==> src/sv/pmlesc_pkg.sv <==
`default_nettype none
package pmlesc_pkg;

    localparam int ID_WIDTH = 16;

    typedef logic [ID_WIDTH-1:0] id_t;

    typedef enum logic [4:0] {
        ST_IDLE         = 5'd0,
        ST_STARTING     = 5'd1,
        ST_EXECUTE      = 5'd2,
        ST_COMPLETING   = 5'd3,
        ST_COMPLETE     = 5'd4,
        ST_RESETTING    = 5'd5,
        ST_HOLDING      = 5'd6,
        ST_HELD         = 5'd7,
        ST_UNHOLDING    = 5'd8,
        ST_SUSPENDING   = 5'd9,
        ST_SUSPENDED    = 5'd10,
        ST_UNSUSPENDING = 5'd11,
        ST_STOPPING     = 5'd12,
        ST_STOPPED      = 5'd13,
        ST_ABORTING     = 5'd14,
        ST_ABORTED      = 5'd15,
        ST_CLEARING     = 5'd16
    } exec_state_t;

    typedef enum logic [1:0] {
        OCC_FREE     = 2'd0,
        OCC_OCCUPIED = 2'd1,
        OCC_PRIORITY = 2'd2,
        OCC_LOCAL    = 2'd3
    } occ_state_t;

    typedef enum logic [4:0] {
        ACT_START     = 5'd0,
        ACT_RESET     = 5'd1,
        ACT_HOLD      = 5'd2,
        ACT_UNHOLD    = 5'd3,
        ACT_SUSPEND   = 5'd4,
        ACT_UNSUSPEND = 5'd5,
        ACT_ABORT     = 5'd6,
        ACT_STOP      = 5'd7,
        ACT_CLEAR     = 5'd8,
        ACT_COMPLETE  = 5'd9,
        ACT_FINISH    = 5'd10,
        ACT_SET_MODE  = 5'd11,
        ACT_OCCUPY    = 5'd12,
        ACT_PRIORITY  = 5'd13,
        ACT_FREE      = 5'd14,
        ACT_LOCAL_ON  = 5'd15,
        ACT_LOCAL_OFF = 5'd16
    } action_t;

    localparam logic [0:0] REG_LOCAL_ID = 1'b0;
    localparam logic [15:0] LOCAL_ID_RESET = 16'hFFFF;

endpackage
`default_nettype wire

==> src/sv/packml_execution_state_controller.sv <==
// PackML-style execution state controller. Each request carries one command
// (execution order, finish, set_mode, occupy, priority, free, local_on or
// local_off) and yields exactly one result: the execution state, occupation,
// current and previous occupier and mode after the command, plus a flag that
// tells whether anything changed. A request is captured in an input register
// and applied once no waiting result blocks it: short decode logic updates
// the state registers, which also serve as the result register. One request
// per cycle is sustained while out_ready is high. A waiting result stalls a
// request held in the input register, which then holds in_ready low. The
// local_id register (APB address 0) supplies the occupier ID used under local
// override; write it only while no request is in flight.
`default_nettype none
module packml_execution_state_controller (
    input  wire logic                   clk,
    input  wire logic                   rst_n,
    input  wire logic                   psel,
    input  wire logic                   penable,
    input  wire logic                   pwrite,
    input  wire logic [2:0]             paddr,
    input  wire logic [31:0]            pwdata,
    output logic      [31:0]            prdata,
    output logic                        pready,
    input  wire logic                   in_valid,
    output logic                        in_ready,
    input  wire logic [4:0]             action,
    input  wire logic [15:0]            requester_id,
    input  wire logic [1:0]             mode_value,
    output logic                        out_valid,
    input  wire logic                   out_ready,
    output logic [4:0]                  exec_state,
    output logic [1:0]                  occupation,
    output logic [15:0]                 current_occupier,
    output logic [15:0]                 previous_occupier,
    output logic [1:0]                  mode_now,
    output logic                        changed
);
    import pmlesc_pkg::*;

    logic [15:0] local_id_reg, local_id_next;

    logic        in_valid_reg, in_valid_next;
    logic [4:0]  act_reg, act_next;
    id_t         req_reg, req_next;
    logic [1:0]  mode_in_reg, mode_in_next;

    logic        out_valid_reg, out_valid_next;
    logic        changed_reg, changed_next;

    exec_state_t exec_reg, exec_next;
    occ_state_t  occ_reg, occ_next;
    id_t         occupier_reg, occupier_next;
    id_t         prior_occupier_reg, prior_occupier_next;
    id_t         saved_occupier_reg, saved_occupier_next;
    logic [1:0]  mode_reg, mode_next;

    logic        advance;
    logic        cfg_write;
    action_t     act;
    logic        order_cmd;

    // APB
    assign pready    = 1'b1;
    assign cfg_write = psel && penable && pwrite;
    assign prdata    = (paddr[2] == REG_LOCAL_ID) ? {16'd0, local_id_reg} : 32'd0;

    always_comb
    begin
        local_id_next = local_id_reg;
        if (cfg_write && paddr[2] == REG_LOCAL_ID)
        begin
            local_id_next = pwdata[15:0];
        end
    end

    // Pipeline handshake
    assign advance  = in_valid_reg && (!out_valid_reg || out_ready);
    assign in_ready = !in_valid_reg || advance;

    always_comb
    begin
        in_valid_next = in_valid_reg;
        act_next      = act_reg;
        req_next      = req_reg;
        mode_in_next  = mode_in_reg;
        if (in_ready)
        begin
            in_valid_next = in_valid;
            if (in_valid)
            begin
                act_next     = action;
                req_next     = requester_id[ID_WIDTH-1:0];
                mode_in_next = mode_value;
            end
        end
    end

    always_comb
    begin
        out_valid_next = out_valid_reg;
        if (advance)
        begin
            out_valid_next = 1'b1;
        end
        else if (out_ready)
        begin
            out_valid_next = 1'b0;
        end
    end

    assign act       = action_t'(act_reg);
    assign order_cmd = (act_reg <= 5'(ACT_COMPLETE));

    // Execution state: next state
    always_comb
    begin
        exec_next = exec_reg;
        if (advance && order_cmd)
        begin
            case (exec_reg)
                ST_IDLE:
                begin
                    if (act == ACT_START) exec_next = ST_STARTING;
                end
                ST_EXECUTE:
                begin
                    if (act == ACT_COMPLETE)     exec_next = ST_COMPLETING;
                    else if (act == ACT_HOLD)    exec_next = ST_HOLDING;
                    else if (act == ACT_SUSPEND) exec_next = ST_SUSPENDING;
                end
                ST_COMPLETE:
                begin
                    if (act == ACT_RESET) exec_next = ST_RESETTING;
                end
                ST_HELD:
                begin
                    if (act == ACT_UNHOLD) exec_next = ST_UNHOLDING;
                end
                ST_SUSPENDED:
                begin
                    if (act == ACT_UNSUSPEND) exec_next = ST_UNSUSPENDING;
                end
                ST_STOPPED:
                begin
                    if (act == ACT_RESET) exec_next = ST_RESETTING;
                end
                ST_ABORTED:
                begin
                    if (act == ACT_CLEAR) exec_next = ST_CLEARING;
                end
                default:
                begin
                    exec_next = exec_reg;
                end
            endcase
            // stop from idle up to unsuspending; abort from all but aborting and aborted
            if (act == ACT_STOP && exec_reg <= ST_UNSUSPENDING)
            begin
                exec_next = ST_STOPPING;
            end
            if (act == ACT_ABORT && exec_reg != ST_ABORTING && exec_reg != ST_ABORTED)
            begin
                exec_next = ST_ABORTING;
            end
        end
        else if (advance && act == ACT_FINISH)
        begin
            case (exec_reg)
                ST_STARTING:     exec_next = ST_EXECUTE;
                ST_EXECUTE:      exec_next = ST_COMPLETING;
                ST_COMPLETING:   exec_next = ST_COMPLETE;
                ST_RESETTING:    exec_next = ST_IDLE;
                ST_HOLDING:      exec_next = ST_HELD;
                ST_UNHOLDING:    exec_next = ST_EXECUTE;
                ST_SUSPENDING:   exec_next = ST_SUSPENDED;
                ST_UNSUSPENDING: exec_next = ST_EXECUTE;
                ST_STOPPING:     exec_next = ST_STOPPED;
                ST_STOPPED:      exec_next = ST_IDLE;
                ST_ABORTING:     exec_next = ST_ABORTED;
                ST_CLEARING:     exec_next = ST_STOPPED;
                default:         exec_next = exec_reg;
            endcase
        end
    end

    // Occupation, occupier IDs and mode
    always_comb
    begin
        occ_next            = occ_reg;
        occupier_next       = occupier_reg;
        prior_occupier_next = prior_occupier_reg;
        saved_occupier_next = saved_occupier_reg;
        mode_next           = mode_reg;
        if (advance)
        begin
            case (act)
                ACT_SET_MODE:
                begin
                    mode_next = mode_in_reg;
                end
                ACT_OCCUPY:
                begin
                    if (occ_reg == OCC_FREE)
                    begin
                        occupier_next = req_reg;
                        occ_next      = OCC_OCCUPIED;
                    end
                end
                ACT_PRIORITY:
                begin
                    if (occ_reg == OCC_FREE || occ_reg == OCC_OCCUPIED)
                    begin
                        prior_occupier_next = occupier_reg;
                        occupier_next       = req_reg;
                        occ_next            = OCC_PRIORITY;
                    end
                end
                ACT_FREE:
                begin
                    // promote the previous occupier
                    if (occupier_reg == req_reg)
                    begin
                        occupier_next       = prior_occupier_reg;
                        prior_occupier_next = '0;
                        occ_next = (prior_occupier_reg == '0) ? OCC_FREE : OCC_OCCUPIED;
                    end
                end
                ACT_LOCAL_ON:
                begin
                    saved_occupier_next = occupier_reg;
                    occ_next            = OCC_LOCAL;
                    occupier_next       = local_id_reg[ID_WIDTH-1:0];
                end
                ACT_LOCAL_OFF:
                begin
                    occupier_next = saved_occupier_reg;
                    if (saved_occupier_reg == '0)      occ_next = OCC_FREE;
                    else if (prior_occupier_reg == '0) occ_next = OCC_OCCUPIED;
                    else                               occ_next = OCC_PRIORITY;
                end
                default:
                begin
                    occ_next = occ_reg;
                end
            endcase
        end
    end

    always_comb
    begin
        changed_next = changed_reg;
        if (advance)
        begin
            changed_next = (exec_next != exec_reg) || (occ_next != occ_reg)
                        || (occupier_next != occupier_reg)
                        || (prior_occupier_next != prior_occupier_reg)
                        || (saved_occupier_next != saved_occupier_reg)
                        || (mode_next != mode_reg);
        end
    end

    always_ff @(posedge clk or negedge rst_n)
    begin
        if (!rst_n)
        begin
            local_id_reg       <= LOCAL_ID_RESET;
            in_valid_reg       <= 1'b0;
            out_valid_reg      <= 1'b0;
            changed_reg        <= 1'b0;
            exec_reg           <= ST_IDLE;
            occ_reg            <= OCC_FREE;
            occupier_reg       <= '0;
            prior_occupier_reg <= '0;
            saved_occupier_reg <= '0;
            mode_reg           <= 2'd0;
        end
        else
        begin
            local_id_reg       <= local_id_next;
            in_valid_reg       <= in_valid_next;
            out_valid_reg      <= out_valid_next;
            changed_reg        <= changed_next;
            exec_reg           <= exec_next;
            occ_reg            <= occ_next;
            occupier_reg       <= occupier_next;
            prior_occupier_reg <= prior_occupier_next;
            saved_occupier_reg <= saved_occupier_next;
            mode_reg           <= mode_next;
        end
    end

    always_ff @(posedge clk)
    begin
        act_reg     <= act_next;
        req_reg     <= req_next;
        mode_in_reg <= mode_in_next;
    end

    // Result outputs come straight from the state registers
    assign out_valid         = out_valid_reg;
    assign exec_state        = exec_reg;
    assign occupation        = occ_reg;
    assign current_occupier  = 16'(occupier_reg);
    assign previous_occupier = 16'(prior_occupier_reg);
    assign mode_now          = mode_reg;
    assign changed           = changed_reg;

    a_state_holds_without_advance: assert property (
        @(posedge clk) disable iff (!rst_n)
        !advance |=> ($stable(exec_reg) && $stable(occ_reg) && $stable(occupier_reg)
                      && $stable(mode_reg))
    ) else $error("state moved without an applied request");

    a_unchanged_flag_means_stable: assert property (
        @(posedge clk) disable iff (!rst_n)
        (advance && !changed_next) |=> ($stable(exec_reg) && $stable(occ_reg)
            && $stable(occupier_reg) && $stable(prior_occupier_reg)
            && $stable(saved_occupier_reg) && $stable(mode_reg))
    ) else $error("changed flag low but state moved");

    a_free_means_empty: assert property (
        @(posedge clk) disable iff (!rst_n)
        (occ_reg == OCC_FREE) |-> (occupier_reg == '0)
    ) else $error("free occupation with an occupier");

    a_advance_fills_output: assert property (
        @(posedge clk) disable iff (!rst_n)
        advance |=> out_valid_reg
    ) else $error("applied request produced no result");

endmodule
`default_nettype wire
==> config.mk <==
export PLATFORM = sky130hd
export DESIGN_NAME = packml_execution_state_controller
export DESIGN_NICKNAME = d
export VERILOG_FILES = /design/src/sv/pmlesc_pkg.sv /design/src/sv/packml_execution_state_controller.sv
export SDC_FILE = /design/constraint.sdc
export NUM_CORES = 1
export LEC_CHECK = 0
export ABC_AREA = 1
export CORE_MARGIN = 4
export CORE_UTILIZATION = 34
export CTS_BUF_LIST = sky130_fd_sc_hd__clkbuf_8
export DETAILED_ROUTE_END_ITERATION = 8
export DONT_BUFFER_PORTS = 1
export PLACE_DENSITY = 0.56
export SLEW_MARGIN = 0
export SYNTH_ARGS = -nofsm -noshare
export SYNTH_HDL_FRONTEND = slang
export SYNTH_SLANG_ARGS = --single-unit
==> constraint.sdc <==
create_clock -name clk -period 2.2 [get_ports clk]
set_input_delay 0.22 -clock clk [delete_from_list [all_inputs] [get_ports clk]]
set_output_delay 0.22 -clock clk [all_outputs]
set_load 0.01 [all_outputs]
* Word level (Yosys, flattened, before mapping)
Index checks and enable logic that the tools add are counted.
** Word-level totals
- Bits in registers :: 99
** Operators by class
- Multiplexer cells :: 38
- Bitwise logic cells :: 1
- $lt $le $gt $ge :: 2
- Equality and inequality tests :: 42
- Reduce and logical (&&, ||, !) cells :: 30
** Operators with widths (count)
- $mux W16 :: 10
- $eq A5 B4 Y1 const B :: 16
- $pmux W16 S5 :: 1
- $mux W5 :: 12
- $ne A16 B16 Y1 :: 3
- $eq A5 B3 Y1 const B :: 8
- $pmux W5 S8 :: 1
- $logic_not A16 Y1 :: 2
- $pmux W16 S2 :: 1
- $pmux W5 S6 :: 1
- $eq A5 B2 Y1 const B :: 4
- $eq A16 B16 Y1 :: 1
- $mux W2 :: 8
- $eq A5 B1 Y1 const B :: 2
- $eq A5 B5 Y1 const B :: 2
- $le A5 B4 Y1 const B :: 2
- $logic_not A5 Y1 :: 2
- $ne A5 B4 Y1 const B :: 2
- $pmux W2 S5 :: 1
- $logic_and A1 B1 Y1 :: 9
- $logic_or A1 B1 Y1 :: 8
- $reduce_or A2 Y1 :: 3
- $ne A5 B5 Y1 :: 1
- $ne A2 B2 Y1 :: 2
- other kinds (8) :: 11

* Longest topological paths before layout
Gate-level depths: netlist of run 1.
- Depth after elaboration :: 14
- Mapped depth :: 20

* Worst setup path after synthesis of run 1
Ideal clock, no wire load.
- Kind :: reg2reg
- Start point :: register occupier_reg[15], in the netlist current_occupier[15]
- End point :: register changed_reg, in the netlist changed
- Cell stages (with the launch flop) :: 20
- Clock period less this slack :: 2.140 ns
- Required time :: 2.083 ns
- Setup time :: 0.117 ns
- Setup slack :: 0.060 ns
- Data arrival time :: 2.023 ns
- Cell sequence :: dfrtp_1 > buf_2 > inv_2 > nand2_1 > nand2_1 > nor2_1 > nand2_1 > nor2_4 > nand2_4 > buf_6 > nand2_1 > nand3_1 > nand3_1 > nand2_1 > nor2_1 > nand2_1 > nor2_1 > nand3_1 > nor2_1 > nor2_1
** Between the ends
- Longest elaborated chain between the ends :: 10
** Ends and longest elaborated chain
- start: declaration :: line packml_execution_state_controller.sv:51 : id_t occupier_reg, occupier_next;
- start signal: assignment :: line packml_execution_state_controller.sv:284 : occupier_reg <= occupier_next;
- branches (longest 8 deep; another with $eq A16 B16 Y1)
- $logic_or A1 B1 Y1 (*) :: line packml_execution_state_controller.sv:256 : || (saved_occupier_next != saved_occupier_reg)
- $logic_or A1 B1 Y1 (*) :: line packml_execution_state_controller.sv:257 : || (mode_next != mode_reg);
- end signal: assignment :: line packml_execution_state_controller.sv:281 : changed_reg <= changed_next;
- end: declaration :: line packml_execution_state_controller.sv:47 : logic changed_reg, changed_next;
Mark *: on every way between the ends.
A chain may end at the register's enable or synchronous reset.

* Final worst setup path of run 1
- Start point :: register act_reg[1], in the netlist act[1]
- End point :: register changed_reg, in the netlist changed
** Between the ends
- Longest elaborated chain between the ends :: 14
** Ends and longest elaborated chain
- start: declaration :: line packml_execution_state_controller.sv:42 : logic [4:0] act_reg, act_next;
- start signal: assignment :: line packml_execution_state_controller.sv:293 : act_reg <= act_next;
- $eq A5 B3 Y1 :: line packml_execution_state_controller.sv:128 : else if (act == ACT_SUSPEND) exec_next = ST_SUSPENDING;
- $mux W5 :: line packml_execution_state_controller.sv:128
- $mux W5 :: line packml_execution_state_controller.sv:127 : else if (act == ACT_HOLD) exec_next = ST_HOLDING;
- $mux W5 :: line packml_execution_state_controller.sv:126 : if (act == ACT_COMPLETE) exec_next = ST_COMPLETING;
- $pmux W5 S6 :: line packml_execution_state_controller.sv:119 : case (exec_reg)
- $mux W5 :: line packml_execution_state_controller.sv:156 : if (act == ACT_STOP && exec_reg <= ST_UNSUSPENDING)
- $mux W5 :: line packml_execution_state_controller.sv:160 : if (act == ACT_ABORT && exec_reg != ST_ABORTING && exec_reg != ST_ABORTED)
- $mux W5 :: line packml_execution_state_controller.sv:117 : if (advance && order_cmd)
- $ne A5 B5 Y1 :: line packml_execution_state_controller.sv:253 : changed_next = (exec_next != exec_reg) || (occ_next != occ_reg)
- $logic_or A1 B1 Y1 :: line packml_execution_state_controller.sv:253
- $logic_or A1 B1 Y1 :: line packml_execution_state_controller.sv:254 : || (occupier_next != occupier_reg)
- $logic_or A1 B1 Y1 :: line packml_execution_state_controller.sv:255 : || (prior_occupier_next != prior_occupier_reg)
- $logic_or A1 B1 Y1 :: line packml_execution_state_controller.sv:256
- $logic_or A1 B1 Y1 (*) :: line packml_execution_state_controller.sv:257
Mark *: on every way between the ends. The rest lies on a longest branch, timed or not.

==> results of run 1 <==
[cells in the mapped netlist (all sizes together)]
cell type | number | share of area
o211ai | 5 | 0.0051
nand3b | 11 | 0.011
buf | 45 | 0.038
a22oi | 3 | 0.0030
and2 | 2 | 0.0017
o22ai | 12 | 0.010
edfxtp | 23 | 0.093
clkbuf | 11 | 0.0056
nand4 | 31 | 0.026
clkinv | 2 | 0.0010
conb | 2 | 0.0010
nand3 | 152 | 0.10
inv | 170 | 0.086
o21ai | 34 | 0.023
dfrtp | 60 | 0.20
o21bai | 1 | 0.0010
a31oi | 1 | 0.00084
nor2 | 199 | 0.11
dfstp | 16 | 0.057
nor3 | 11 | 0.0074
a21oi | 34 | 0.023
nand2 | 350 | 0.18
o21a | 11 | 0.011
[how the worst max path moves through the flow]
| stage | slack [ps] | depth (start not counted) | to |
|---|---|---|---|
| after floorplan | 60 | 19 | changed |
| after global placement | -340 | 20 | changed |
| after global routing | -390 | 16 | changed |
| after detailed placement | -340 | 20 | changed |
| after CTS | -140 | 18 | changed |
| final | -230 | 17 | changed |
[worst max-delay path, delay by kind of cell, from the launching register on]
family	cells	cell delay, ps
simple gates	12	1040
flops	1	430
compound gates	1	210
buf+inv	4	650
[per-layer routing]
layer	GRT usage	share of wire	vias to the layer above
li1	-	-	4307
met1	0.305	0.41	3916
met2	0.398	0.48	321
met3	0.0458	0.074	60
met4	0.0967	0.036	0
met5	0	0	-
[timing repair]
item / 4_1_cts / 5_1_grt
pin swaps: 29 / 21
setup buffers: 22 / 6
resized for setup: 54 / 36
endpoints found under the setup margin: 1 / 15
endpoints found under the hold margin: 116 / 0
cloned: 1 / 1
hold buffers: 42 / 0
[per-stage QoR]
| stage | utilization | TNS (ps) | hold slack, ps |
|---|---|---|---|
| floorplan | - | 0 | -75.6 |
| global placement | 0.449 | -336 | -69.4 |
| detailed placement | 0.449 | -341 | -69.2 |
| CTS | 0.498 | -190 | 83.6 |
| global route | 0.507 | -466 | 114 |
| finish | 0.507 | -226 | 92.4 |
[report_power, final]
part | total, mW | internal (mW) | switching, mW
Clock | 1.27 | 0.458 | 0.813
Combinational | 5.47 | 2.32 | 3.16
Sequential | 2.82 | 2.38 | 0.433
[cell type report]
| cell class | instances | share of cell area |
|---|---|---|
| timing repair buffer | 319 | 0.257 |
| clock buffer | 9 | 0.0115 |
| tap | 275 | 0.0320 |
| clock inverter | 7 | 0.00709 |
| sequential | 99 | 0.243 |
| multi-input combinational | 874 | 0.389 |
| inverter | 172 | 0.0606 |
[cells by family (layout without fill, tap and decap cells)]
family,count (synthesis),in the layout
flip-flops,99,99
other,2,17
AO/OA/AOI/OAI,101,101
AND/OR/NAND/NOR,756,756
buffers and inverters,228,507
==> impl_results.html, run 1 <==
<table>
<tr><th>Metric</th><th>Value</th></tr>
<tr><th colspan="2">Min path</th></tr>
<tr><td>Sink of the worst hold path</td><td>out_valid</td></tr>
<tr><td>Worst hold path stage count</td><td>4</td></tr>
<tr><td>Hold crit path type</td><td>input pin to flop</td></tr>
<tr><td>Start point of the worst hold path</td><td>out_ready</td></tr>
<tr><th colspan="2">Timing</th></tr>
<tr><td>Final hold violation count</td><td>0</td></tr>
<tr><td>Maximum clock frequency</td><td>412 MHz</td></tr>
<tr><td>Shortest period the worst path allows</td><td>2430 ps</td></tr>
<tr><td>Period utilisation layout</td><td>1.10</td></tr>
<tr><td>Final Slew Violations</td><td>0</td></tr>
<tr><td>Setup-violating endpoint count in the final report</td><td>1</td></tr>
<tr><td>Setup skew after layout</td><td>9.48 ps</td></tr>
<tr><td>Setup repair after global routing missed its margin</td><td>yes</td></tr>
<tr><td>Worst setup margin</td><td>-226 ps</td></tr>
<tr><th colspan="2">Route</th></tr>
<tr><td>Detail-routed via count per cell</td><td>4.90</td></tr>
<tr><td>DRC violation count after routing</td><td>0</td></tr>
<tr><td>Starting DRC count in detailed routing</td><td>698</td></tr>
<tr><td>Final Routed Wirelength</td><td>28,900 microns</td></tr>
<tr><td>Routed via count</td><td>8,604</td></tr>
<tr><td>Average detailed-routed wire length per instance</td><td>16.5 microns</td></tr>
<tr><td>Count of TritonRoute iterations in the first routing pass</td><td>5</td></tr>
<tr><td>ANT nets after route</td><td>0</td></tr>
<tr><th colspan="2">Clock network</th></tr>
<tr><td>Clock H-tree levels</td><td>3</td></tr>
<tr><td>Max clock buf depth</td><td>2</td></tr>
<tr><td>TritonCTS clock tree</td><td>built</td></tr>
<tr><td>Clock latency reported for the late side of the worst-skew pair</td><td>400 ps</td></tr>
<tr><td>TritonCTS Buffers</td><td>9</td></tr>
<tr><td>Clock edge transition at the registers on the reported setup and hold paths</td><td>120 ps</td></tr>
<tr><td>Clock Sink Count</td><td>99</td></tr>
<tr><td>CTS root buf</td><td>sky130_fd_sc_hd__clkbuf_8</td></tr>
<tr><th colspan="2">Worst setup path</th></tr>
<tr><td>Crit path launch type</td><td>flop</td></tr>
<tr><td>Crit Reg-Reg Endpoint</td><td>changed</td></tr>
<tr><td>Worst-path cell chain</td><td>buf_4 &gt; buf_4 &gt; nor2_4 &gt; nand3_4 &gt; bufbuf_16 &gt; o22ai_1 &gt; nor2_1 &gt; nand2_1 &gt; inv_1 &gt; nand4_1 &gt; nand2_1 &gt; nor2_1 &gt; nand2_1 &gt; nor2_1 &gt; nand2_1 &gt; nor2_1 &gt; nor2_1</td></tr>
<tr><td>Critical path capture point type</td><td>flop</td></tr>
<tr><td>Worst Setup Path Type</td><td>flop to flop</td></tr>
<tr><td>CP max stage cell</td><td>sky130_fd_sc_hd__edfxtp_1</td></tr>
<tr><td>Maximum fanout along the worst path</td><td>5</td></tr>
<tr><td>Crit-path max cell delay</td><td>430 ps</td></tr>
<tr><td>Endpoint required time on the critical path</td><td>2500 ps</td></tr>
<tr><td>Crit. Startpoint</td><td>act[1]</td></tr>
<tr><td>Most common cell on crit path</td><td>sky130_fd_sc_hd__nor2_1</td></tr>
<tr><td>Register-to-Register Setup Slack</td><td>-230 ps</td></tr>
<tr><td>Data arrival, critical path</td><td>2730 ps</td></tr>
<tr><td>Depth of the most critical reg-to-reg path</td><td>17</td></tr>
<tr><td>Worst reg2reg path startpoint</td><td>act[1]</td></tr>
<tr><th colspan="2">GRT</th></tr>
<tr><td>Gr ovfl total</td><td>0</td></tr>
<tr><td>Total track usage</td><td>0.239</td></tr>
<tr><td>Vias in the first global route</td><td>8,467</td></tr>
<tr><td>First-pass GRT wire length</td><td>45,300 microns</td></tr>
<tr><td>Maximum number of pins on one net before global-route repair</td><td>77</td></tr>
<tr><td>Initial antenna violation count</td><td>0</td></tr>
<tr><th colspan="2">Final layout</th></tr>
<tr><td>Flip-flop and latch area</td><td>2610 sq um</td></tr>
<tr><td>Post-layout instance area</td><td>10,800 sq um</td></tr>
<tr><td>Non-filler instance count after layout</td><td>1,755</td></tr>
<tr><td>Syn-to-layout area delta</td><td>45.3%</td></tr>
<tr><td>Most frequent standard cell in the layout excluding fill and tap cells</td><td>sky130_fd_sc_hd__nand2_1</td></tr>
<tr><td>Layout fillers</td><td>2,119</td></tr>
<tr><td>Number of diodes</td><td>0</td></tr>
<tr><td>Net count of the finished layout</td><td>1,540</td></tr>
<tr><td>Layout cell share with drive strength beyond 1</td><td>0.268</td></tr>
<tr><td>Commonest cells after routing, fill and taps aside</td><td>333 x sky130_fd_sc_hd__nand2_1, 254 x sky130_fd_sc_hd__buf_4, 163 x sky130_fd_sc_hd__nor2_1, 152 x sky130_fd_sc_hd__inv_1, 144 x sky130_fd_sc_hd__nand3_1</td></tr>
<tr><td>Footprint of the multi-input gates</td><td>4190 sq um</td></tr>
<tr><th colspan="2">Synth</th></tr>
<tr><td>Cell variety after synth</td><td>35</td></tr>
<tr><td>Dominant combinational cell family by area after synthesis</td><td>simple AND/OR/NAND/NOR gates</td></tr>
<tr><td>Post-synth design cell area</td><td>7410 sq um</td></tr>
<tr><td>Share of synthesized cell area in full adder, half adder and majority cells</td><td>0</td></tr>
<tr><td>Simple logic cell fraction of the synthesized area</td><td>0.437</td></tr>
<tr><td>Synthesized-area fraction occupied by xor and xnor cells</td><td>0</td></tr>
<tr><td>Post-Synthesis Mean Instance Area</td><td>6.25 sq um</td></tr>
<tr><td>Instance count of the mapped netlist</td><td>1,186</td></tr>
<tr><td>Complex-gate fraction of the synthesized area</td><td>0.0782</td></tr>
<tr><td>Sequential-to-total area share from yosys stat</td><td>0.353</td></tr>
<tr><td>#FFs+latches synth</td><td>99</td></tr>
<tr><td>Share of synthesized area spent on multiplexers</td><td>0</td></tr>
<tr><td>Number of warnings reported in the yosys synthesis log</td><td>0</td></tr>
<tr><th colspan="2">Placement</th></tr>
<tr><td>Detailed placement HPWL</td><td>22,200 microns</td></tr>
<tr><td>GPL Wtd Cong</td><td>0.953</td></tr>
<tr><td>Number of cells after detailed placement</td><td>1,669</td></tr>
<tr><td>IO Port Bufs</td><td>0</td></tr>
<tr><td>Instance area after placement</td><td>9520 sq um</td></tr>
<tr><td>Pre-CTS setup slack</td><td>-341 ps</td></tr>
<tr><th colspan="2">Flow run</th></tr>
<tr><td>Count of max-cap constraint violations</td><td>0</td></tr>
<tr><th colspan="2">Die</th></tr>
<tr><td>Die outline width</td><td>156 microns</td></tr>
<tr><td>Core Rows</td><td>53</td></tr>
<tr><td>Die Footprint</td><td>24,200 sq um</td></tr>
<tr><td>Die Span Y</td><td>156 microns</td></tr>
<tr><td>Starting density of the core</td><td>0.349</td></tr>
<tr><td>Core Area</td><td>21,200 sq um</td></tr>
<tr><td>Boundary Pins</td><td>142</td></tr>
<tr><th colspan="2">Outcome</th></tr>
<tr><td>Violations in the final reports</td><td>negative setup slack</td></tr>
<tr><td>Status</td><td>finished with violations</td></tr>
<tr><th colspan="2">Pwr</th></tr>
<tr><td>PD cells</td><td>888 nW/um^2</td></tr>
<tr><td>Total power consumption of the routed design</td><td>9.56 mW</td></tr>
<tr><td>Maximum resistive drop on vdd</td><td>0.619 mV</td></tr>
<tr><td>Reported leakage power</td><td>5.54 nW</td></tr>
</table>
Power figures use the tool's default switching activity.
==> inputs of run 2 (changes only) <==
--- a/config.mk
+++ b/config.mk
@@ -6,12 +6,14 @@
 export NUM_CORES = 1
 export LEC_CHECK = 0
 export ABC_AREA = 1
+export CELL_PAD_IN_SITES_DETAIL_PLACEMENT = 1
+export CELL_PAD_IN_SITES_GLOBAL_PLACEMENT = 2
 export CORE_MARGIN = 4
-export CORE_UTILIZATION = 34
+export CORE_UTILIZATION = 32
 export CTS_BUF_LIST = sky130_fd_sc_hd__clkbuf_8
 export DETAILED_ROUTE_END_ITERATION = 8
 export DONT_BUFFER_PORTS = 1
-export PLACE_DENSITY = 0.56
+export PLACE_DENSITY = 0.85
 export SLEW_MARGIN = 0
 export SYNTH_ARGS = -nofsm -noshare
 export SYNTH_HDL_FRONTEND = slang
==> run 2 against run 1 <==
The flow still finishes with violations (negative setup slack). Combinational power increased by 12%. Flip-flop and latch count unchanged. Highest routed layer unchanged. Maximum frequency decreased by 12%. Clock skew increased by 16 ps. Cell count increased by 2.1%. Critical path depth unchanged. Via count increased by 11%.
==> impl_results.html, run 2 (synthesis results as in run 1) <==
<table>
<tr><th>Metric</th><th>Value</th></tr>
<tr><th colspan="2">Placement</th></tr>
<tr><td>Instance area after placement</td><td>9510 sq um (about the same)</td></tr>
<tr><td>Number of cells after detailed placement</td><td>1,685 (+0.96%)</td></tr>
<tr><td>Detailed placement HPWL</td><td>26,100 microns (+18%)</td></tr>
<tr><td>GPL Wtd Cong</td><td>0.955 (+0.24%)</td></tr>
<tr><td>IO Port Bufs</td><td>0 (unchanged)</td></tr>
<tr><th colspan="2">Timing</th></tr>
<tr><td>Worst setup margin</td><td>-566 ps (-340 ps)</td></tr>
<tr><td>Maximum clock frequency</td><td>361 MHz (-12%)</td></tr>
<tr><td>Setup skew after layout</td><td>25.0 ps (+15.6 ps)</td></tr>
<tr><td>Slew at the pin closest to its max-slew limit</td><td>646 ps</td></tr>
<tr><td>Worst hold margin</td><td>111 ps (+18.5 ps)</td></tr>
<tr><td>Worst max-slew margin expressed relative to the limit</td><td>0.568</td></tr>
<tr><td>Final hold violation count</td><td>0 (unchanged)</td></tr>
<tr><td>Setup Total Neg Slack</td><td>-621 ps (-395 ps)</td></tr>
<tr><td>Final Slew Violations</td><td>0 (unchanged)</td></tr>
<tr><td>Setup repair after global routing missed its margin</td><td>yes</td></tr>
<tr><td>Setup-violating endpoint count in the final report</td><td>4 (+3)</td></tr>
<tr><td>Period utilisation layout</td><td>1.26 (+0.155)</td></tr>
<tr><td>Shortest period the worst path allows</td><td>2770 ps (+340 ps)</td></tr>
<tr><th colspan="2">Clock network</th></tr>
<tr><td>Max clock buf depth</td><td>2 (unchanged)</td></tr>
<tr><td>TritonCTS Buffers</td><td>9 (unchanged)</td></tr>
<tr><td>Clock latency reported for the late side of the worst-skew pair</td><td>410 ps (about the same)</td></tr>
<tr><td>Clock Sink Count</td><td>99 (unchanged)</td></tr>
<tr><td>Clock edge transition at the registers on the reported setup and hold paths</td><td>120 ps (about the same)</td></tr>
<tr><td>Clock H-tree levels</td><td>3 (unchanged)</td></tr>
<tr><td>TritonCTS clock tree</td><td>built</td></tr>
<tr><td>CTS root buf</td><td>sky130_fd_sc_hd__clkbuf_8</td></tr>
<tr><th colspan="2">Final layout</th></tr>
<tr><td>Layout cell share with drive strength beyond 1</td><td>0.311 (+0.0423)</td></tr>
<tr><td>Post-layout util</td><td>0.492 (-0.0157)</td></tr>
<tr><td>Post-layout instance area</td><td>11,200 sq um (+3.7%)</td></tr>
<tr><td>Commonest cells after routing, fill and taps aside</td><td>318 x sky130_fd_sc_hd__nand2_1, 266 x sky130_fd_sc_hd__buf_4, 151 x sky130_fd_sc_hd__nor2_1, 148 x sky130_fd_sc_hd__inv_1, 139 x sky130_fd_sc_hd__nand3_1</td></tr>
<tr><td>Most frequent standard cell in the layout excluding fill and tap cells</td><td>sky130_fd_sc_hd__nand2_1</td></tr>
<tr><td>Non-filler instance count after layout</td><td>1,791 (+2.1%)</td></tr>
<tr><td>Net count of the finished layout</td><td>1,564 (+1.6%)</td></tr>
<tr><td>Syn-to-layout area delta</td><td>50.7%</td></tr>
<tr><th colspan="2">Die</th></tr>
<tr><td>Core Area</td><td>22,700 sq um (+7.0%)</td></tr>
<tr><td>Die Span Y</td><td>160 microns (+2.9%)</td></tr>
<tr><td>Starting density of the core</td><td>0.326 (-0.0229)</td></tr>
<tr><td>Boundary Pins</td><td>142 (unchanged)</td></tr>
<tr><td>Die outline width</td><td>160 microns (+2.9%)</td></tr>
<tr><td>Core Rows</td><td>55 (+3.8%)</td></tr>
<tr><td>Die Footprint</td><td>25,600 sq um (+5.9%)</td></tr>
<tr><th colspan="2">Worst setup path</th></tr>
<tr><td>Critical path capture point type</td><td>flop</td></tr>
<tr><td>Endpoint required time on the critical path</td><td>2510 ps (about the same)</td></tr>
<tr><td>Crit path launch type</td><td>flop</td></tr>
<tr><td>Worst Setup Path Type</td><td>flop to flop</td></tr>
<tr><td>Depth of the most critical reg-to-reg path</td><td>17 (unchanged)</td></tr>
<tr><td>Maximum fanout along the worst path</td><td>4 (-1)</td></tr>
<tr><td>Data arrival, critical path</td><td>3070 ps (+340 ps)</td></tr>
<tr><th colspan="2">Min path</th></tr>
<tr><td>Hold crit path type</td><td>input pin to flop</td></tr>
<tr><td>Worst hold path stage count</td><td>3 (-1)</td></tr>
<tr><th colspan="2">Pwr</th></tr>
<tr><td>Internal cell power</td><td>5.28 mW (+2.3%)</td></tr>
<tr><td>Fraction of power spent switching nets</td><td>0.483 (+0.0222)</td></tr>
<tr><td>Reported leakage power</td><td>5.69 nW (+2.6%)</td></tr>
<tr><td>Flop pwr share</td><td>0.284 (-0.011)</td></tr>
<tr><td>Maximum resistive drop on vdd</td><td>0.524 mV (-15%)</td></tr>
<tr><td>PD cells</td><td>914 nW/um^2 (+2.9%)</td></tr>
<tr><td>Clock share of power</td><td>0.118 (-0.015)</td></tr>
<tr><td>Switching power</td><td>4.92 mW (+12%)</td></tr>
<tr><td>Part of the power in combinational logic</td><td>0.598 (+0.025)</td></tr>
<tr><th colspan="2">Route</th></tr>
<tr><td>Detail-routed via count per cell</td><td>5.33 (+8.8%)</td></tr>
<tr><td>Count of TritonRoute iterations in the first routing pass</td><td>5 (unchanged)</td></tr>
<tr><td>Average detailed-routed wire length per instance</td><td>20.7 microns (+25%)</td></tr>
<tr><td>ANT nets after route</td><td>0 (unchanged)</td></tr>
<tr><td>Starting DRC count in detailed routing</td><td>852 (+22%)</td></tr>
<tr><td>Final Routed Wirelength</td><td>37,000 microns (+28%)</td></tr>
<tr><td>Routed via count</td><td>9,552 (+11%)</td></tr>
<tr><td>DRC violation count after routing</td><td>0 (unchanged)</td></tr>
<tr><th colspan="2">GRT</th></tr>
<tr><td>Maximum number of pins on one net before global-route repair</td><td>77 (unchanged)</td></tr>
<tr><td>Initial antenna violation count</td><td>2 (+2)</td></tr>
<tr><td>Gr ovfl total</td><td>0 (unchanged)</td></tr>
<tr><td>First-pass GRT wire length</td><td>54,500 microns (+20%)</td></tr>
<tr><td>Total track usage</td><td>0.270 (+0.0315)</td></tr>
<tr><td>Vias in the first global route</td><td>9,825 (+16%)</td></tr>
<tr><th colspan="2">Outcome</th></tr>
<tr><td>Status</td><td>finished with violations</td></tr>
<tr><td>Violations in the final reports</td><td>negative setup slack</td></tr>
<tr><th colspan="2">Flow run</th></tr>
<tr><td>Count of max-cap constraint violations</td><td>0 (unchanged)</td></tr>
</table>
run 2: routing by layer:
| metal | global-route usage | vias to the layer above | routed length [microns] |
|---|---|---|---|
| met2 | 0.484 | 384 | 18900 |
| met5 | 0 | - | 0 |
| met3 | 0.0436 | 113 | 1840 |
| met4 | 0.122 | 0 | 1740 |
| met1 | 0.316 | 4693 | 14500 |
| li1 | - | 4362 | - |
run 2: power by group through the flow:
| stage | logic (mW) | clock network [mW] | registers (mW) |
|---|---|---|---|
| 2_1_floorplan | 2.44 | 0 | 2.92 |
| 3_3_place_gp | 5.21 | 0 | 2.86 |
| 3_5_place_dp | 5.33 | 0 | 2.89 |
| 4_1_cts | 5.63 | 1.22 | 2.86 |
| 5_1_grt | 6.59 | 1.29 | 2.95 |
| 6_report | 6.10 | 1.21 | 2.89 |
run 2: repair_timing:
item                                    4_1_cts  5_1_grt
setup buffers                                24       20
pin swaps                                    37       28
endpoints found under the hold margin       116        0
hold buffers                                 42        0
gates cloned                                  2        2
endpoints found under the setup margin        5       21
gates resized for setup                      97       71
run 2: final cells by class:
class	instances	area, sq um
flip-flops and latches	99	2620
repair buffers	341	2960
fillers	2971	11500
multi-input cells	876	4390
diodes	2	5.00
well taps	285	357
inverters	172	656
clock buffers	9	124
clock inverters	7	48.8
run 2: path summary, 6_finish.rpt:
kind | from | to | slack (ps)
hold reg to reg | saved_occupier_reg[3] | saved_occupier_reg[3] | 500
min in group asynchronous | rst_n | saved_occupier_reg[5] | 380
max in group asynchronous | rst_n | exec_state[1] | 1390
setup reg to reg | occupation[1] | changed | -570
hold / removal | out_ready | in_valid_reg | 110
setup / recovery | occupation[1] | changed | -570
run 2: through the flow:
step | worst slack (ps) | power [mW]
3_3_place_gp | -366 | 8.07
6_report | -566 | 10.2
2_1_floorplan | 60.3 | 5.36
4_1_cts | -239 | 9.71
3_5_place_dp | -470 | 8.21
5_1_grt | -720 | 10.8
run 2: worst max-delay path: stages (launching register included):
cell,delay [ps]
sky130_fd_sc_hd__dfrtp_1,410
sky130_fd_sc_hd__nor2_1,370
sky130_fd_sc_hd__inv_1,160
sky130_fd_sc_hd__buf_4,190
sky130_fd_sc_hd__nor2_1,110
sky130_fd_sc_hd__nor3_1,70
sky130_fd_sc_hd__nor2_1,140
sky130_fd_sc_hd__nand2_1,120
sky130_fd_sc_hd__nor2_1,140
sky130_fd_sc_hd__nand2_1,100
sky130_fd_sc_hd__nand3_1,130
sky130_fd_sc_hd__nand2_1,80
sky130_fd_sc_hd__nor2_1,140
sky130_fd_sc_hd__nand2_1,80
sky130_fd_sc_hd__nor2_1,150
sky130_fd_sc_hd__nand2_1,90
sky130_fd_sc_hd__nor2_2,120
sky130_fd_sc_hd__nor2_1,50
==> inputs of run 3 (changes only) <==
--- a/config.mk
+++ b/config.mk
@@ -8,13 +8,13 @@
 export ABC_AREA = 1
 export CELL_PAD_IN_SITES_DETAIL_PLACEMENT = 1
 export CELL_PAD_IN_SITES_GLOBAL_PLACEMENT = 2
-export CORE_MARGIN = 4
-export CORE_UTILIZATION = 32
-export CTS_BUF_LIST = sky130_fd_sc_hd__clkbuf_8
+export CORE_MARGIN = 5
+export CORE_UTILIZATION = 31
 export DETAILED_ROUTE_END_ITERATION = 8
 export DONT_BUFFER_PORTS = 1
-export PLACE_DENSITY = 0.85
+export PLACE_DENSITY = 0.83
 export SLEW_MARGIN = 0
 export SYNTH_ARGS = -nofsm -noshare
 export SYNTH_HDL_FRONTEND = slang
 export SYNTH_SLANG_ARGS = --single-unit
+export TNS_END_PERCENT = 10
==> run 3 against run 2 <==
The run still ends with negative setup slack left. Routed wire length decreased by 3.2%. Die area increased by 5.6%. Register-to-register slack improved by 110 ps. Cell count increased by 0.78%. Largest cell class unchanged. Highest routed layer is now met5.
==> impl_results.html, run 3 (synthesis results as in run 1) <==
<table>
<tr><th>Metric</th><th>Value</th></tr>
<tr><th colspan="2">Outcome</th></tr>
<tr><td>Status</td><td>finished with violations</td></tr>
<tr><td>Violations in the final reports</td><td>negative setup slack</td></tr>
<tr><th colspan="2">Timing</th></tr>
<tr><td>Period utilisation layout</td><td>1.21 (-0.0499)</td></tr>
<tr><td>Worst hold margin</td><td>147 ps (+36.0 ps)</td></tr>
<tr><td>Setup Total Neg Slack</td><td>-1120 ps (-496 ps)</td></tr>
<tr><td>Final Slew Violations</td><td>0 (unchanged)</td></tr>
<tr><td>Setup-violating endpoint count in the final report</td><td>4 (unchanged)</td></tr>
<tr><td>Setup repair after global routing missed its margin</td><td>yes</td></tr>
<tr><td>Shortest period the worst path allows</td><td>2660 ps (-110 ps)</td></tr>
<tr><td>Worst setup margin</td><td>-457 ps (+110 ps)</td></tr>
<tr><td>Final hold violation count</td><td>0 (unchanged)</td></tr>
<tr><td>Setup skew after layout</td><td>16.6 ps (-8.47 ps)</td></tr>
<tr><td>Maximum clock frequency</td><td>376 MHz (+4.1%)</td></tr>
<tr><th colspan="2">Final layout</th></tr>
<tr><td>Non-filler instance count after layout</td><td>1,805 (+0.78%)</td></tr>
<tr><td>Number of diodes</td><td>0 (-2)</td></tr>
<tr><td>Commonest cells after routing, fill and taps aside</td><td>326 x sky130_fd_sc_hd__nand2_1, 256 x sky130_fd_sc_hd__buf_4, 155 x sky130_fd_sc_hd__nor2_1, 153 x sky130_fd_sc_hd__inv_1, 138 x sky130_fd_sc_hd__nand3_1</td></tr>
<tr><td>Layout cell share with drive strength beyond 1</td><td>0.285 (-0.0258)</td></tr>
<tr><td>Most frequent standard cell in the layout excluding fill and tap cells</td><td>sky130_fd_sc_hd__nand2_1</td></tr>
<tr><td>Net count of the finished layout</td><td>1,546 (-1.2%)</td></tr>
<tr><td>Syn-to-layout area delta</td><td>48.1%</td></tr>
<tr><th colspan="2">Worst setup path</th></tr>
<tr><td>Worst Setup Path Type</td><td>flop to flop</td></tr>
<tr><td>CP max stage cell</td><td>sky130_fd_sc_hd__edfxtp_1</td></tr>
<tr><td>Family with the most delay on the worst path</td><td>simple AND/OR/NAND/NOR gates</td></tr>
<tr><td>Data arrival, critical path</td><td>2910 ps (-160 ps)</td></tr>
<tr><td>Depth of the most critical reg-to-reg path</td><td>21 (+4)</td></tr>
<tr><td>Endpoint required time on the critical path</td><td>2450 ps (-60 ps)</td></tr>
<tr><td>Worst reg2reg path startpoint</td><td>act[0]</td></tr>
<tr><td>Crit path launch type</td><td>flop</td></tr>
<tr><td>Critical path capture point type</td><td>flop</td></tr>
<tr><td>Register-to-Register Setup Slack</td><td>-460 ps (+110 ps)</td></tr>
<tr><td>Crit-path max cell delay</td><td>490 ps (+80 ps)</td></tr>
<tr><td>Crit. Startpoint</td><td>act[0]</td></tr>
<tr><td>Number of buffers and inverters on the critical path</td><td>4 (+2)</td></tr>
<tr><td>Most common cell on crit path</td><td>sky130_fd_sc_hd__nand2_1</td></tr>
<tr><td>WP depth</td><td>21 (+4)</td></tr>
<tr><td>Worst-path cell chain</td><td>inv_2 &gt; buf_6 &gt; nor2_4 &gt; nand3_4 &gt; nand2_4 &gt; nand2_8 &gt; buf_12 &gt; nor2_4 &gt; buf_4 &gt; nand2_2 &gt; nand2_1 &gt; nor2_2 &gt; nand2_1 &gt; nor2_1 &gt; nand2_1 &gt; nor2_1 &gt; nand2_1 &gt; nor2_2 &gt; nand3_2 &gt; nor2_2 &gt; nor2_1</td></tr>
<tr><td>Crit Reg-Reg Endpoint</td><td>changed</td></tr>
<tr><td>Maximum fanout along the worst path</td><td>8 (+4)</td></tr>
<tr><th colspan="2">GRT</th></tr>
<tr><td>Total track usage</td><td>0.260 (-0.00973)</td></tr>
<tr><td>Maximum number of pins on one net before global-route repair</td><td>77 (unchanged)</td></tr>
<tr><td>Gr ovfl total</td><td>0 (unchanged)</td></tr>
<tr><td>First-pass GRT wire length</td><td>54,100 microns (-0.81%)</td></tr>
<tr><td>Initial antenna violation count</td><td>1 (-1)</td></tr>
<tr><td>Vias in the first global route</td><td>9,666 (-1.6%)</td></tr>
<tr><th colspan="2">Die</th></tr>
<tr><td>Core Area</td><td>23,500 sq um (+3.4%)</td></tr>
<tr><td>Boundary Pins</td><td>142 (unchanged)</td></tr>
<tr><td>Die outline width</td><td>165 microns (+2.8%)</td></tr>
<tr><td>Starting density of the core</td><td>0.316 (-0.0106)</td></tr>
<tr><td>Die Span Y</td><td>165 microns (+2.8%)</td></tr>
<tr><td>Die Footprint</td><td>27,100 sq um (+5.6%)</td></tr>
<tr><td>Core Rows</td><td>56 (+1.8%)</td></tr>
<tr><th colspan="2">Placement</th></tr>
<tr><td>IO Port Bufs</td><td>0 (unchanged)</td></tr>
<tr><td>GPL Wtd Cong</td><td>0.923 (-3.4%)</td></tr>
<tr><td>Number of cells after detailed placement</td><td>1,705 (+1.2%)</td></tr>
<tr><td>Detailed placement HPWL</td><td>26,200 microns (+0.20%)</td></tr>
<tr><th colspan="2">Pwr</th></tr>
<tr><td>Maximum resistive drop on vdd</td><td>0.561 mV (+7.0%)</td></tr>
<tr><td>Reported leakage power</td><td>5.58 nW (-1.9%)</td></tr>
<tr><td>PD cells</td><td>933 nW/um^2 (+2.1%)</td></tr>
<tr><th colspan="2">Clock network</th></tr>
<tr><td>Clock latency reported for the late side of the worst-skew pair</td><td>370 ps (-40 ps)</td></tr>
<tr><td>TritonCTS Buffers</td><td>9 (unchanged)</td></tr>
<tr><td>Clock H-tree levels</td><td>3 (unchanged)</td></tr>
<tr><td>Max clock buf depth</td><td>2 (unchanged)</td></tr>
<tr><td>Clock edge transition at the registers on the reported setup and hold paths</td><td>90 ps (-30 ps)</td></tr>
<tr><td>Clock Sink Count</td><td>99 (unchanged)</td></tr>
<tr><td>TritonCTS clock tree</td><td>built</td></tr>
<tr><td>CTS root buf</td><td>sky130_fd_sc_hd__clkbuf_16</td></tr>
<tr><th colspan="2">Route</th></tr>
<tr><td>Routed via count</td><td>9,118 (-4.5%)</td></tr>
<tr><td>Average detailed-routed wire length per instance</td><td>19.9 microns (-3.9%)</td></tr>
<tr><td>Count of TritonRoute iterations in the first routing pass</td><td>5 (unchanged)</td></tr>
<tr><td>Starting DRC count in detailed routing</td><td>503 (-41%)</td></tr>
<tr><td>DRC violation count after routing</td><td>0 (unchanged)</td></tr>
<tr><td>Detail-routed via count per cell</td><td>5.05 (-5.3%)</td></tr>
<tr><td>ANT nets after route</td><td>0 (unchanged)</td></tr>
<tr><td>Final Routed Wirelength</td><td>35,800 microns (-3.2%)</td></tr>
<tr><th colspan="2">Flow run</th></tr>
<tr><td>Count of max-cap constraint violations</td><td>0 (unchanged)</td></tr>
<tr><th colspan="2">Min path</th></tr>
<tr><td>Sink of the worst hold path</td><td>out_valid</td></tr>
<tr><td>Worst hold path stage count</td><td>4 (+1)</td></tr>
<tr><td>Start point of the worst hold path</td><td>out_ready</td></tr>
<tr><td>Hold crit path type</td><td>input pin to flop</td></tr>
</table>
run 3: cell types whose count changed in the layout (fill, tap and decap cells not counted), moves of 5 or more:
cell and delta:
sky130_fd_sc_hd__nand2_4 -6, sky130_fd_sc_hd__inv_1 +5, sky130_fd_sc_hd__clkbuf_8 -9, sky130_fd_sc_hd__clkbuf_16 +10, sky130_fd_sc_hd__nor2_4 -10, sky130_fd_sc_hd__inv_2 -6, sky130_fd_sc_hd__buf_4 -10, sky130_fd_sc_hd__nor2_2 +6
sky130_fd_sc_hd__buf_12 -6, sky130_fd_sc_hd__nand2_1 +8
run 3: worst reg2reg max path, stage by stage (launching register included):
cell	delay (ps)
sky130_fd_sc_hd__edfxtp_1	490
sky130_fd_sc_hd__inv_2	170
sky130_fd_sc_hd__buf_6	130
sky130_fd_sc_hd__nor2_4	40
sky130_fd_sc_hd__nand3_4	110
sky130_fd_sc_hd__nand2_4	90
sky130_fd_sc_hd__nand2_8	100
sky130_fd_sc_hd__buf_12	160
sky130_fd_sc_hd__nor2_4	60
sky130_fd_sc_hd__buf_4	130
sky130_fd_sc_hd__nand2_2	40
sky130_fd_sc_hd__nand2_1	60
sky130_fd_sc_hd__nor2_2	120
sky130_fd_sc_hd__nand2_1	70
sky130_fd_sc_hd__nor2_1	120
sky130_fd_sc_hd__nand2_1	70
sky130_fd_sc_hd__nor2_1	130
sky130_fd_sc_hd__nand2_1	80
sky130_fd_sc_hd__nor2_2	140
sky130_fd_sc_hd__nand3_2	90
sky130_fd_sc_hd__nor2_2	100
sky130_fd_sc_hd__nor2_1	50
run 3: final cells by class:
| type | count | area, sq um |
|---|---|---|
| Timing Repair Buffer | 325 | 2780 |
| Clock inverter | 5 | 45.0 |
| Fill cell | 3057 | 12500 |
| Inverter | 172 | 653 |
| Sequential cell | 99 | 2620 |
| Multi-Input combinational cell | 874 | 4250 |
| Clock buffer | 11 | 233 |
| Tap cell | 319 | 399 |
run 3: how the worst max path moves through the flow:
| stage | endpoint | slack [ps] |
|---|---|---|
| 2_1_floorplan | changed | 60 |
| 3_3_place_gp | changed | -500 |
| 3_5_place_dp | changed | -590 |
| 4_1_cts | changed | -340 |
| 5_1_grt | changed | -570 |
| 6_report | changed | -460 |
run 3: repair_timing:
item / CTS / global route
gates cloned: 1 / 2
endpoints found under the setup margin: 3 / 25
hold endpoints to repair: 116 / 0
setup buffers: 27 / 13
pin swaps: 22 / 31
hold buffers: 42 / 0
gates resized for setup: 67 / 58
run 3: per-layer routing:
layer,track usage,vias to the layer above,share of wire
met4,0.0998,2,0.039
met5,0,-,0.00056
met1,0.307,4449,0.40
met3,0.0422,73,0.049
met2,0.472,277,0.51
li1,-,4317,-
run 3: stage by stage:
step / setup slack (ps) / power [mW] / util / cell area, sq um
2_1_floorplan: 60.3 / 5.36 / - / 7460
3_3_place_gp: -503 / 7.99 / 0.402 / 9440
3_5_place_dp: -589 / 8.13 / 0.402 / 9440
4_1_cts: -336 / 10.0 / 0.453 / 10600
5_1_grt: -573 / 10.9 / 0.467 / 11000
6_report: -457 / 10.2 / 0.467 / 11000
run 3: report_power, final:
group	internal (mW)	leakage (nW)	switching (mW)
clock network	0.792	0.133	0.833
registers	2.39	1.11	0.486
logic	2.31	4.34	3.43
total	5.49	5.58	4.75
